`src/hdl/cst_pkg.sv`:
```
// Shared types and constants for the client session table with idle timeout.
// No dependencies; used by cst_cell and the top level.
package cst_pkg;

  // Fixed field widths of the stream payloads and the config register
  localparam int unsigned IP_W    = 32;
  localparam int unsigned PORT_W  = 16;
  localparam int unsigned TMO_W   = 16;
  localparam int unsigned MSG_W   = 32;
  localparam int unsigned SLOT_W  = 4;
  localparam int unsigned EXP_W   = 5;
  localparam int unsigned S_DATA_W = 48;
  localparam int unsigned M_DATA_W = 48;

  // Command codes carried in the slave tuser bit
  localparam logic CMD_PACKET = 1'b0;
  localparam logic CMD_TICK   = 1'b1;

  // Reset value of the idle timeout in seconds
  localparam logic [TMO_W-1:0] TIMEOUT_RST = 16'd30;

  // Flags that travel with the scan token from one cell to the next
  typedef struct packed {
    logic act;   // token present in this stage
    logic hit;   // a matching entry has been seen
    logic free;  // a free entry has been seen
  } cst_flags_t;

  // Top level sequencer states, one-hot
  typedef enum logic [2:0] {
    ST_IDLE = 3'b001,
    ST_SCAN = 3'b010,
    ST_DONE = 3'b100
  } cst_state_e;

endpackage

```
`src/hdl/cst_cell.sv`:
```
// One session slot of the chain: holds a key, a last-seen time and a valid bit,
// and passes the scan token with its running results to the next cell. Uses cst_pkg.
module cst_cell
  import cst_pkg::*;
#(
  parameter int unsigned TIME_BITS = 32,
  parameter int unsigned IDX_W     = 4,
  parameter int unsigned CNT_W     = 5,
  parameter int unsigned MY_INDEX  = 0
) (
  input  logic                 clk_i,
  input  logic                 rst_ni,
  // item broadcast, stable during a scan
  input  logic                 tick_i,
  input  logic [IP_W-1:0]      key_ip_i,
  input  logic [PORT_W-1:0]    key_port_i,
  input  logic [TIME_BITS-1:0] now_i,
  input  logic [TMO_W-1:0]     timeout_i,
  // allocation write after a scan
  input  logic                 alloc_we_i,
  input  logic [IDX_W-1:0]     alloc_idx_i,
  // token from the previous cell
  input  cst_flags_t           flags_i,
  input  logic [IDX_W-1:0]     hit_idx_i,
  input  logic [IDX_W-1:0]     free_idx_i,
  input  logic [CNT_W-1:0]     cnt_i,
  // token to the next cell
  output cst_flags_t           flags_o,
  output logic [IDX_W-1:0]     hit_idx_o,
  output logic [IDX_W-1:0]     free_idx_o,
  output logic [CNT_W-1:0]     cnt_o
);

  localparam logic [IDX_W-1:0] MY_IDX = IDX_W'(MY_INDEX);

  logic                 valid_q, valid_d;
  logic [IP_W-1:0]      ip_q, ip_d;
  logic [PORT_W-1:0]    port_q, port_d;
  logic [TIME_BITS-1:0] seen_q, seen_d;
  logic                 act_q;
  logic                 hit_q, hit_d;
  logic                 free_q, free_d;
  logic [IDX_W-1:0]     hit_idx_q, hit_idx_d;
  logic [IDX_W-1:0]     free_idx_q, free_idx_d;
  logic [CNT_W-1:0]     cnt_q, cnt_d;

  logic                 match_w;
  logic                 stale_w;
  logic                 own_free_w;
  logic [TIME_BITS-1:0] age_w;

  // Compare the key and measure the modular age of this entry
  assign match_w    = valid_q && (ip_q == key_ip_i) && (port_q == key_port_i);
  assign age_w      = now_i - seen_q;
  assign stale_w    = valid_q &&
                      ({{TMO_W{1'b0}}, age_w} > {{TIME_BITS{1'b0}}, timeout_i});
  assign own_free_w = !valid_q && !flags_i.free;

  // Update the entry when the token passes, or on an allocation write
  always_comb begin
    valid_d = valid_q;
    ip_d    = ip_q;
    port_d  = port_q;
    seen_d  = seen_q;
    if (flags_i.act) begin
      if (tick_i == CMD_TICK) begin
        if (stale_w) begin
          valid_d = 1'b0;
        end
      end else if (match_w) begin
        seen_d = now_i;
      end
    end
    if (alloc_we_i && (alloc_idx_i == MY_IDX)) begin
      valid_d = 1'b1;
      ip_d    = key_ip_i;
      port_d  = key_port_i;
      seen_d  = now_i;
    end
  end

  // Fold this cell into the running results
  always_comb begin
    hit_d      = flags_i.hit;
    hit_idx_d  = hit_idx_i;
    free_d     = flags_i.free;
    free_idx_d = free_idx_i;
    cnt_d      = cnt_i;
    if (tick_i == CMD_TICK) begin
      if (stale_w) begin
        cnt_d = cnt_i + CNT_W'(1);
      end
    end else begin
      if (match_w) begin
        hit_d     = 1'b1;
        hit_idx_d = MY_IDX;
      end
      if (own_free_w) begin
        free_d     = 1'b1;
        free_idx_d = MY_IDX;
      end
    end
  end

  // Control state: valid bit and token
  always_ff @(posedge clk_i or negedge rst_ni) begin
    if (!rst_ni) begin
      valid_q <= 1'b0;
      act_q   <= 1'b0;
    end else begin
      valid_q <= valid_d;
      act_q   <= flags_i.act;
    end
  end

  // Entry payload
  always_ff @(posedge clk_i) begin
    ip_q   <= ip_d;
    port_q <= port_d;
    seen_q <= seen_d;
  end

  // Hold the token payload once it has passed
  always_ff @(posedge clk_i) begin
    if (flags_i.act) begin
      hit_q      <= hit_d;
      free_q     <= free_d;
      hit_idx_q  <= hit_idx_d;
      free_idx_q <= free_idx_d;
      cnt_q      <= cnt_d;
    end
  end

  assign flags_o    = '{act: act_q, hit: hit_q, free: free_q};
  assign hit_idx_o  = hit_idx_q;
  assign free_idx_o = free_idx_q;
  assign cnt_o      = cnt_q;

endmodule

```
`src/hdl/client_session_table_with_timeout.sv`:
```
// Top level of the client session table with idle timeout: sequencer, counters,
// output register and a chain of cst_cell slots. Uses cst_pkg.
//
//  channel   | handshake                 | payload
//  ----------+---------------------------+------------------------------------------
//  s_axis    | tvalid_i / tready_o       | tuser: command; tdata: client_ip, port
//  m_axis    | tvalid_o / tready_i       | tdata: accepted .. expired_count
//  cfg       | cfg_we_i                  | cfg_wdata_i: idle_timeout_seconds
//
// A scan token walks the slot chain one cell a cycle. The next input is taken once
// the sequencer is back in idle, and the result is loaded into the output register
// when the token leaves the last cell and the output register is free.
// Reset clears all valid bits, both counters and sets the timeout to 30 seconds.
// A result waiting in the output register does not block the next input; only a
// finished scan meeting a full output register waits until the result is taken.
module client_session_table_with_timeout
  import cst_pkg::*;
#(
  parameter int unsigned SLOTS     = 16,
  parameter int unsigned TIME_BITS = 32
) (
  input  logic                clk_i,
  input  logic                rst_ni,
  input  logic                s_axis_tvalid_i,
  output logic                s_axis_tready_o,
  // [31:0] client_ip, [47:32] client_port
  input  logic [S_DATA_W-1:0] s_axis_tdata_i,
  // [0] command
  input  logic                s_axis_tuser_i,
  output logic                m_axis_tvalid_o,
  input  logic                m_axis_tready_i,
  // [0] accepted, [1] newly_added, [5:2] slot_index, [37:6] message_number,
  // [42:38] expired_count, [47:43] zero
  output logic [M_DATA_W-1:0] m_axis_tdata_o,
  input  logic                cfg_we_i,
  input  logic [TMO_W-1:0]    cfg_wdata_i
);

  localparam int unsigned IDX_W = (SLOTS > 1) ? $clog2(SLOTS) : 1;
  localparam int unsigned CNT_W = $clog2(SLOTS + 1);

  cst_state_e           state_q, state_d;
  logic                 start_q;
  logic                 cmd_q;
  logic [IP_W-1:0]      ip_q;
  logic [PORT_W-1:0]    port_q;
  logic [TIME_BITS-1:0] seconds_q;
  logic [MSG_W-1:0]     total_q;
  logic [TMO_W-1:0]     timeout_q;
  logic                 out_valid_q, out_valid_d;
  logic [M_DATA_W-1:0]  out_data_q;

  logic                 in_xfer_w;
  logic                 out_free_w;
  logic                 load_w;
  logic                 alloc_we_w;
  logic [M_DATA_W-1:0]  result_w;
  logic                 res_acc_w;
  logic                 res_new_w;
  logic [IDX_W-1:0]     res_idx_w;
  logic [IDX_W+SLOT_W-1:0] slot_ext_w;
  logic [CNT_W+EXP_W-1:0]  exp_ext_w;
  logic [SLOTS-1:0]     act_vec_w;

  cst_flags_t           flags_w    [SLOTS+1];
  logic [IDX_W-1:0]     hit_idx_w  [SLOTS+1];
  logic [IDX_W-1:0]     free_idx_w [SLOTS+1];
  logic [CNT_W-1:0]     cnt_w      [SLOTS+1];

  assign in_xfer_w  = s_axis_tvalid_i && s_axis_tready_o;
  assign out_free_w = !out_valid_q || m_axis_tready_i;
  assign s_axis_tready_o = (state_q == ST_IDLE);

  // Inject the token at the head of the chain
  assign flags_w[0]    = '{act: start_q, hit: 1'b0, free: 1'b0};
  assign hit_idx_w[0]  = '0;
  assign free_idx_w[0] = '0;
  assign cnt_w[0]      = '0;

  // Slot chain
  for (genvar g = 0; g < SLOTS; g++) begin : g_cell
    cst_cell #(
      .TIME_BITS (TIME_BITS),
      .IDX_W     (IDX_W),
      .CNT_W     (CNT_W),
      .MY_INDEX  (g)
    ) u_cell (
      .clk_i       (clk_i),
      .rst_ni      (rst_ni),
      .tick_i      (cmd_q),
      .key_ip_i    (ip_q),
      .key_port_i  (port_q),
      .now_i       (seconds_q),
      .timeout_i   (timeout_q),
      .alloc_we_i  (alloc_we_w),
      .alloc_idx_i (free_idx_w[SLOTS]),
      .flags_i     (flags_w[g]),
      .hit_idx_i   (hit_idx_w[g]),
      .free_idx_i  (free_idx_w[g]),
      .cnt_i       (cnt_w[g]),
      .flags_o     (flags_w[g+1]),
      .hit_idx_o   (hit_idx_w[g+1]),
      .free_idx_o  (free_idx_w[g+1]),
      .cnt_o       (cnt_w[g+1])
    );
    assign act_vec_w[g] = flags_w[g+1].act;
  end

  // Sequence one item through the chain
  always_comb begin
    state_d = state_q;
    load_w  = 1'b0;
    unique case (state_q)
      ST_IDLE: begin
        if (in_xfer_w) begin
          state_d = ST_SCAN;
        end
      end
      ST_SCAN: begin
        if (flags_w[SLOTS].act) begin
          if (out_free_w) begin
            load_w  = 1'b1;
            state_d = ST_IDLE;
          end else begin
            state_d = ST_DONE;
          end
        end
      end
      ST_DONE: begin
        if (out_free_w) begin
          load_w  = 1'b1;
          state_d = ST_IDLE;
        end
      end
      default: begin
        state_d = ST_IDLE;
      end
    endcase
  end

  // Form the result from the token at the tail
  always_comb begin
    res_acc_w = 1'b0;
    res_new_w = 1'b0;
    res_idx_w = '0;
    if (cmd_q == CMD_PACKET) begin
      if (flags_w[SLOTS].hit) begin
        res_acc_w = 1'b1;
        res_idx_w = hit_idx_w[SLOTS];
      end else if (flags_w[SLOTS].free) begin
        res_acc_w = 1'b1;
        res_new_w = 1'b1;
        res_idx_w = free_idx_w[SLOTS];
      end
    end
  end

  assign alloc_we_w = load_w && res_new_w;
  assign slot_ext_w = {{SLOT_W{1'b0}}, res_idx_w};
  assign exp_ext_w  = (cmd_q == CMD_TICK) ? {{EXP_W{1'b0}}, cnt_w[SLOTS]} : '0;
  assign result_w   = {{(M_DATA_W - EXP_W - MSG_W - SLOT_W - 2){1'b0}},
                       exp_ext_w[EXP_W-1:0], total_q, slot_ext_w[SLOT_W-1:0],
                       res_new_w, res_acc_w};

  // Output register: load on a finished scan, drop on a transfer
  always_comb begin
    out_valid_d = out_valid_q;
    if (load_w) begin
      out_valid_d = 1'b1;
    end else if (m_axis_tready_i) begin
      out_valid_d = 1'b0;
    end
  end

  // Control state and counters
  always_ff @(posedge clk_i or negedge rst_ni) begin
    if (!rst_ni) begin
      state_q     <= ST_IDLE;
      start_q     <= 1'b0;
      out_valid_q <= 1'b0;
      seconds_q   <= '0;
      total_q     <= '0;
      timeout_q   <= TIMEOUT_RST;
    end else begin
      state_q     <= state_d;
      start_q     <= in_xfer_w;
      out_valid_q <= out_valid_d;
      if (in_xfer_w) begin
        if (s_axis_tuser_i == CMD_TICK) begin
          seconds_q <= seconds_q + TIME_BITS'(1);
        end else begin
          total_q <= total_q + MSG_W'(1);
        end
      end
      if (cfg_we_i) begin
        timeout_q <= cfg_wdata_i;
      end
    end
  end

  // Hold the item key for the length of the scan
  always_ff @(posedge clk_i) begin
    if (in_xfer_w) begin
      cmd_q  <= s_axis_tuser_i;
      ip_q   <= s_axis_tdata_i[IP_W-1:0];
      port_q <= s_axis_tdata_i[IP_W+PORT_W-1:IP_W];
    end
  end

  // Result payload
  always_ff @(posedge clk_i) begin
    if (load_w) begin
      out_data_q <= result_w;
    end
  end

  assign m_axis_tvalid_o = out_valid_q;
  assign m_axis_tdata_o  = out_data_q;

`ifndef NO_ASSERTIONS
  // At most one token travels the chain
  a_one_token: assert property (@(posedge clk_i) disable iff (!rst_ni)
    $onehot0({act_vec_w, start_q}))
    else $error("more than one scan token in the slot chain");

  // No input is taken while a scan is still in flight
  a_ready_idle: assert property (@(posedge clk_i) disable iff (!rst_ni)
    s_axis_tready_o |-> !start_q && (act_vec_w == '0))
    else $error("input ready while a scan is in flight");

  // A result with expired entries never reports an accepted packet
  a_tick_result: assert property (@(posedge clk_i) disable iff (!rst_ni)
    load_w && (exp_ext_w[EXP_W-1:0] != '0) |-> !res_acc_w && !res_new_w)
    else $error("expiry count on a packet result");
`endif

endmodule

```
`config.mk`:
```
export PLATFORM = sky130hd
export DESIGN_NAME = client_session_table_with_timeout
export DESIGN_NICKNAME = d
export VERILOG_FILES = /design/src/hdl/cst_pkg.sv /design/src/hdl/cst_cell.sv /design/src/hdl/client_session_table_with_timeout.sv
export SDC_FILE = /design/constraint.sdc
export NUM_CORES = 2
export LEC_CHECK = 0
export CAP_MARGIN = 20
export CORE_MARGIN = 2
export CORE_UTILIZATION = 30
export DETAILED_ROUTE_END_ITERATION = 8
export DONT_BUFFER_PORTS = 1
export GPL_ROUTABILITY_DRIVEN = 0
export PLACE_DENSITY = 0.45
export SLEW_MARGIN = 20
export SYNTH_ARGS = -nofsm -noshare
export SYNTH_HDL_FRONTEND = slang
export SYNTH_SLANG_ARGS = --single-unit
```
`constraint.sdc`:
```
create_clock -name clk_i -period 6.9 [get_ports clk_i]
set_input_delay 0 -clock clk_i [delete_from_list [all_inputs] [get_ports clk_i]]
set_output_delay 0 -clock clk_i [all_outputs]
set_load 0.02 [all_outputs]
```
==> qor.yml <==
status: "finished clean"
totalWireLength_um: 313000
grt_max_degree: 113
dp_hpwl_um: 216000
setup_ws_ns: 0.673
ys_ff_latch: 1689
drcViolationCount: 0
drt-vias-per-instance: 5.19
synth.top_cell.area_share: 0.473
switchingPower_mw: 8.61
cts_resized: 0
start_util: 0.302
path_max_fanout: 8
finalSetupViolations: 0
synthFlopType: "edfxtp_1"
nNetsFinal: 10114
worstSetupPathType: "reg -> reg"
min_path_type: "in -> reg"
cts_tree: "built"
clkPwrFrac: 0.361
crit_path_max_incr_delay_ns: 0.72
critPathSlowestCell: "nor4_4"
rsz0062_at_grt: "no"
cp_cell_sequence: "inv_1 -> buf_4 -> ha_1 -> fa_1 -> nor2b_4 -> o31a_1 -> a21o_1 -> o41ai_2 -> o21ai_0 -> xor2_1 -> ha_1 -> nand4_1 -> or3_1 -> or2_2 -> nor2b_1 -> a221oi_1 -> nand4_1 -> or4_4 -> nor4_4 -> nor2_2 -> mux2_4"
rows: 211
grt_first_pass_wirelength_um: 464000
synthTopCellsByArea: "edfxtp_1 47%, ha_1 9.6%, xnor2_1 5.3%"
slew_violations: 0
endpoint_kind: "flop"
die_w_um: 581
grt_usage: 0.180
synth_seq_area_share: 0.503
syn_avg_cell_area_um2: 11.2
cts_setup_buffers: 0
crit_arrival_ns: 6.84
core_um2: 331000
grt_use_met2: 0.307
drtIter0Drc: 5279
top_usage_layer: "met2"
grt_pass1_vias: 70798
wl_per_cell_um: 22.7
gr-usage-met3: 0.0185
antenna_found_initial: 10
tightestPinTransition_ns: 1.07
finalCritPeriodShare: 0.902
cts.sinks: 1689
fmax_mhz: 161
cts_root_buffer: "clkbuf_16"
final_common_cell: "edfxtp_1"
synth-edff-count: 1572
comb_power_share: 0.196
antenna_left: 0
swShare: 0.298
ioPinCount: 120
finalClockSkew_ns: 0.0791
clock_latency_ns: 0.90
area_growth_pct: 14.6
yosysTopAreaCell: "edfxtp_1"
ir_drop_mv: 0.213
hold_violations: 0
io_buffers: 0
clockBufferDepth: 4
drt_pass1_iterations: 6
pre_cts_ws_ns: 0.723
power.leakage_nw: 45.7
setup_tns_ns: 0
ys_types: 105
path_clk_slew_ns: 0.06
cts-htree-levels: 4
critPathLaunchType: "flop"
die_h_um: 581
seq_power_share: 0.443
power_density_nw_per_um2: 252
cap_violations: 0
slew_headroom: 0.288
use_met1: 0.241
vias: 71514
layout_common_cells: "1572 x edfxtp_1, 768 x ha_1, 701 x inv_1"
dieArea_um2: 337000
async_flop_share: 0.0693
grt_remaining_overflow: 0
syn_inst: 8946
cts_buffers: 199
synth_warnings: 0
worstPathRequired_ns: 7.51
p_int_mw: 20.2
final_layout_size_suffix_gt1_frac: 0.0771
syn_area_um2: 99700
finalCriticalPeriod_ns: 6.23
synthesized netlist by cell type, types with 35 or more instances:
cell type / n
a2111oi_0: 40
a211oi_1: 67
a21o_1: 319
a21oi_1: 577
a31oi_1: 51
and2_1: 54
and3_1: 76
and4_1: 40
clkbuf_1: 234
dfrtp_1: 112
edfxtp_1: 1572
ha_1: 768
inv_1: 707
nand2_1: 458
nand2b_1: 123
nand3_1: 197
nand4_1: 259
nor2_1: 416
nor2b_1: 130
nor3_1: 144
nor4_1: 143
o211ai_1: 70
o21a_1: 100
o21ai_0: 351
o21bai_1: 69
o22ai_1: 40
o31ai_1: 40
or2_2: 71
or3_1: 35
xnor2_1: 607
xor2_1: 517
per-stage QoR:
| step | instances | util | instance area (µm²) | power, mW | hold WS, ns |
|---|---|---|---|---|---|
| 6_report | 13787 | 0.346 | 114000 | 28.9 | 0.108 |
| 5_1_grt | 13787 | 0.346 | 114000 | 30.2 | 0.102 |
| 4_1_cts | 13785 | 0.346 | 114000 | 29.3 | 0.00467 |
| 3_5_place_dp | 13283 | 0.322 | 107000 | 18.6 | -0.282 |
| 3_3_place_gp | 13282 | 0.322 | 106000 | 18.5 | -0.282 |
| 2_1_floorplan | 8950 | - | 99800 | 16.2 | -0.296 |
layout make-up:
cell class / instances / area, µm²
diodes: 1 / 2.50
clock buffers: 254 / 5270
clock inverters: 107 / 1010
fillers: 32816 / 216000
inverters: 707 / 2660
multi-input cells: 6292 / 46200
flip-flops and latches: 1689 / 50200
well taps: 4366 / 5460
repair buffers: 371 / 3470
logic make-up after synthesis:
group	share of synthesized area
compound gates	0.139
mux	0.00616
flops	0.503
xor+xnor	0.0987
simple gates	0.117
buf+inv	0.0367
fa+ha+maj	0.0995
other cells	0.0000376
state kept, by name, summed over array words and instances, names as in the netlist, 16 cells and up:
signal and flops:
g_cell.u_cell.cnt_o 70, total_q 32, ip_q 32, g_cell.u_cell.hit_idx_o 49, timeout_q 16, g_cell.u_cell.ip_q 512, g_cell.u_cell.seen_q 512, seconds_q 32
g_cell.u_cell.valid_q 16, g_cell.u_cell.free_q 16, port_q 16, g_cell.u_cell.port_q 256, g_cell.u_cell.hit_q 16, g_cell.u_cell.free_idx_o 49, m_axis_tdata_o 43, g_cell.u_cell.act_q 16
worst max-delay path, delay by kind of cell (launching register included):
kind	cells	cell delay (ns)
mux	1	0.33
xor+xnor	1	0.19
fa+ha+maj	3	0.81
compound gates	5	1.48
buf+inv	2	0.28
simple gates	9	2.50
flops	1	0.37
worst paths after layout:
kind / end / slack, ns / cells after the start / startpoint
worst max-delay path: g_cell[3].u_cell.cnt_o[1] / 0.67 / 21 / seconds_q[0]
worst min-delay path: state_q[0] / 0.11 / 4 / s_axis_tvalid_i
worst max register to register: g_cell[3].u_cell.cnt_o[1] / 0.67 / 21 / seconds_q[0]
worst min register to register: m_axis_tdata_o[41] / 0.48 / 1 / g_cell[15].u_cell.cnt_o[3]
max in group asynchronous: seconds_q[25] / 5.56 / 4 / rst_ni
min in group asynchronous: state_q[0] / 0.36 / 3 / rst_ni
timing repair:
action                     4_1_cts  5_1_grt
setup endpoints to repair        0        0
hold endpoints to repair       274        0
hold buffers                   141        0
per-layer routing:
metal	part of all wire	wire length [µm]	up-vias
li1	-	-	33896
met1	0.46	143000	35561
met2	0.48	149000	1597
met3	0.038	11800	460
met4	0.031	9560	0
met5	0	0	-
power groups by stage:
| stage | logic [mW] | clock network (mW) | registers [mW] |
|---|---|---|---|
| 2_1_floorplan | 3.44 | 0 | 12.8 |
| 3_3_place_gp | 5.52 | 0 | 13.0 |
| 3_5_place_dp | 5.62 | 0 | 13.0 |
| 4_1_cts | 5.75 | 10.8 | 12.8 |
| 5_1_grt | 6.27 | 11.1 | 12.9 |
| 6_report | 5.67 | 10.4 | 12.8 |
No activity file was read; power rests on OpenSTA's default activity.
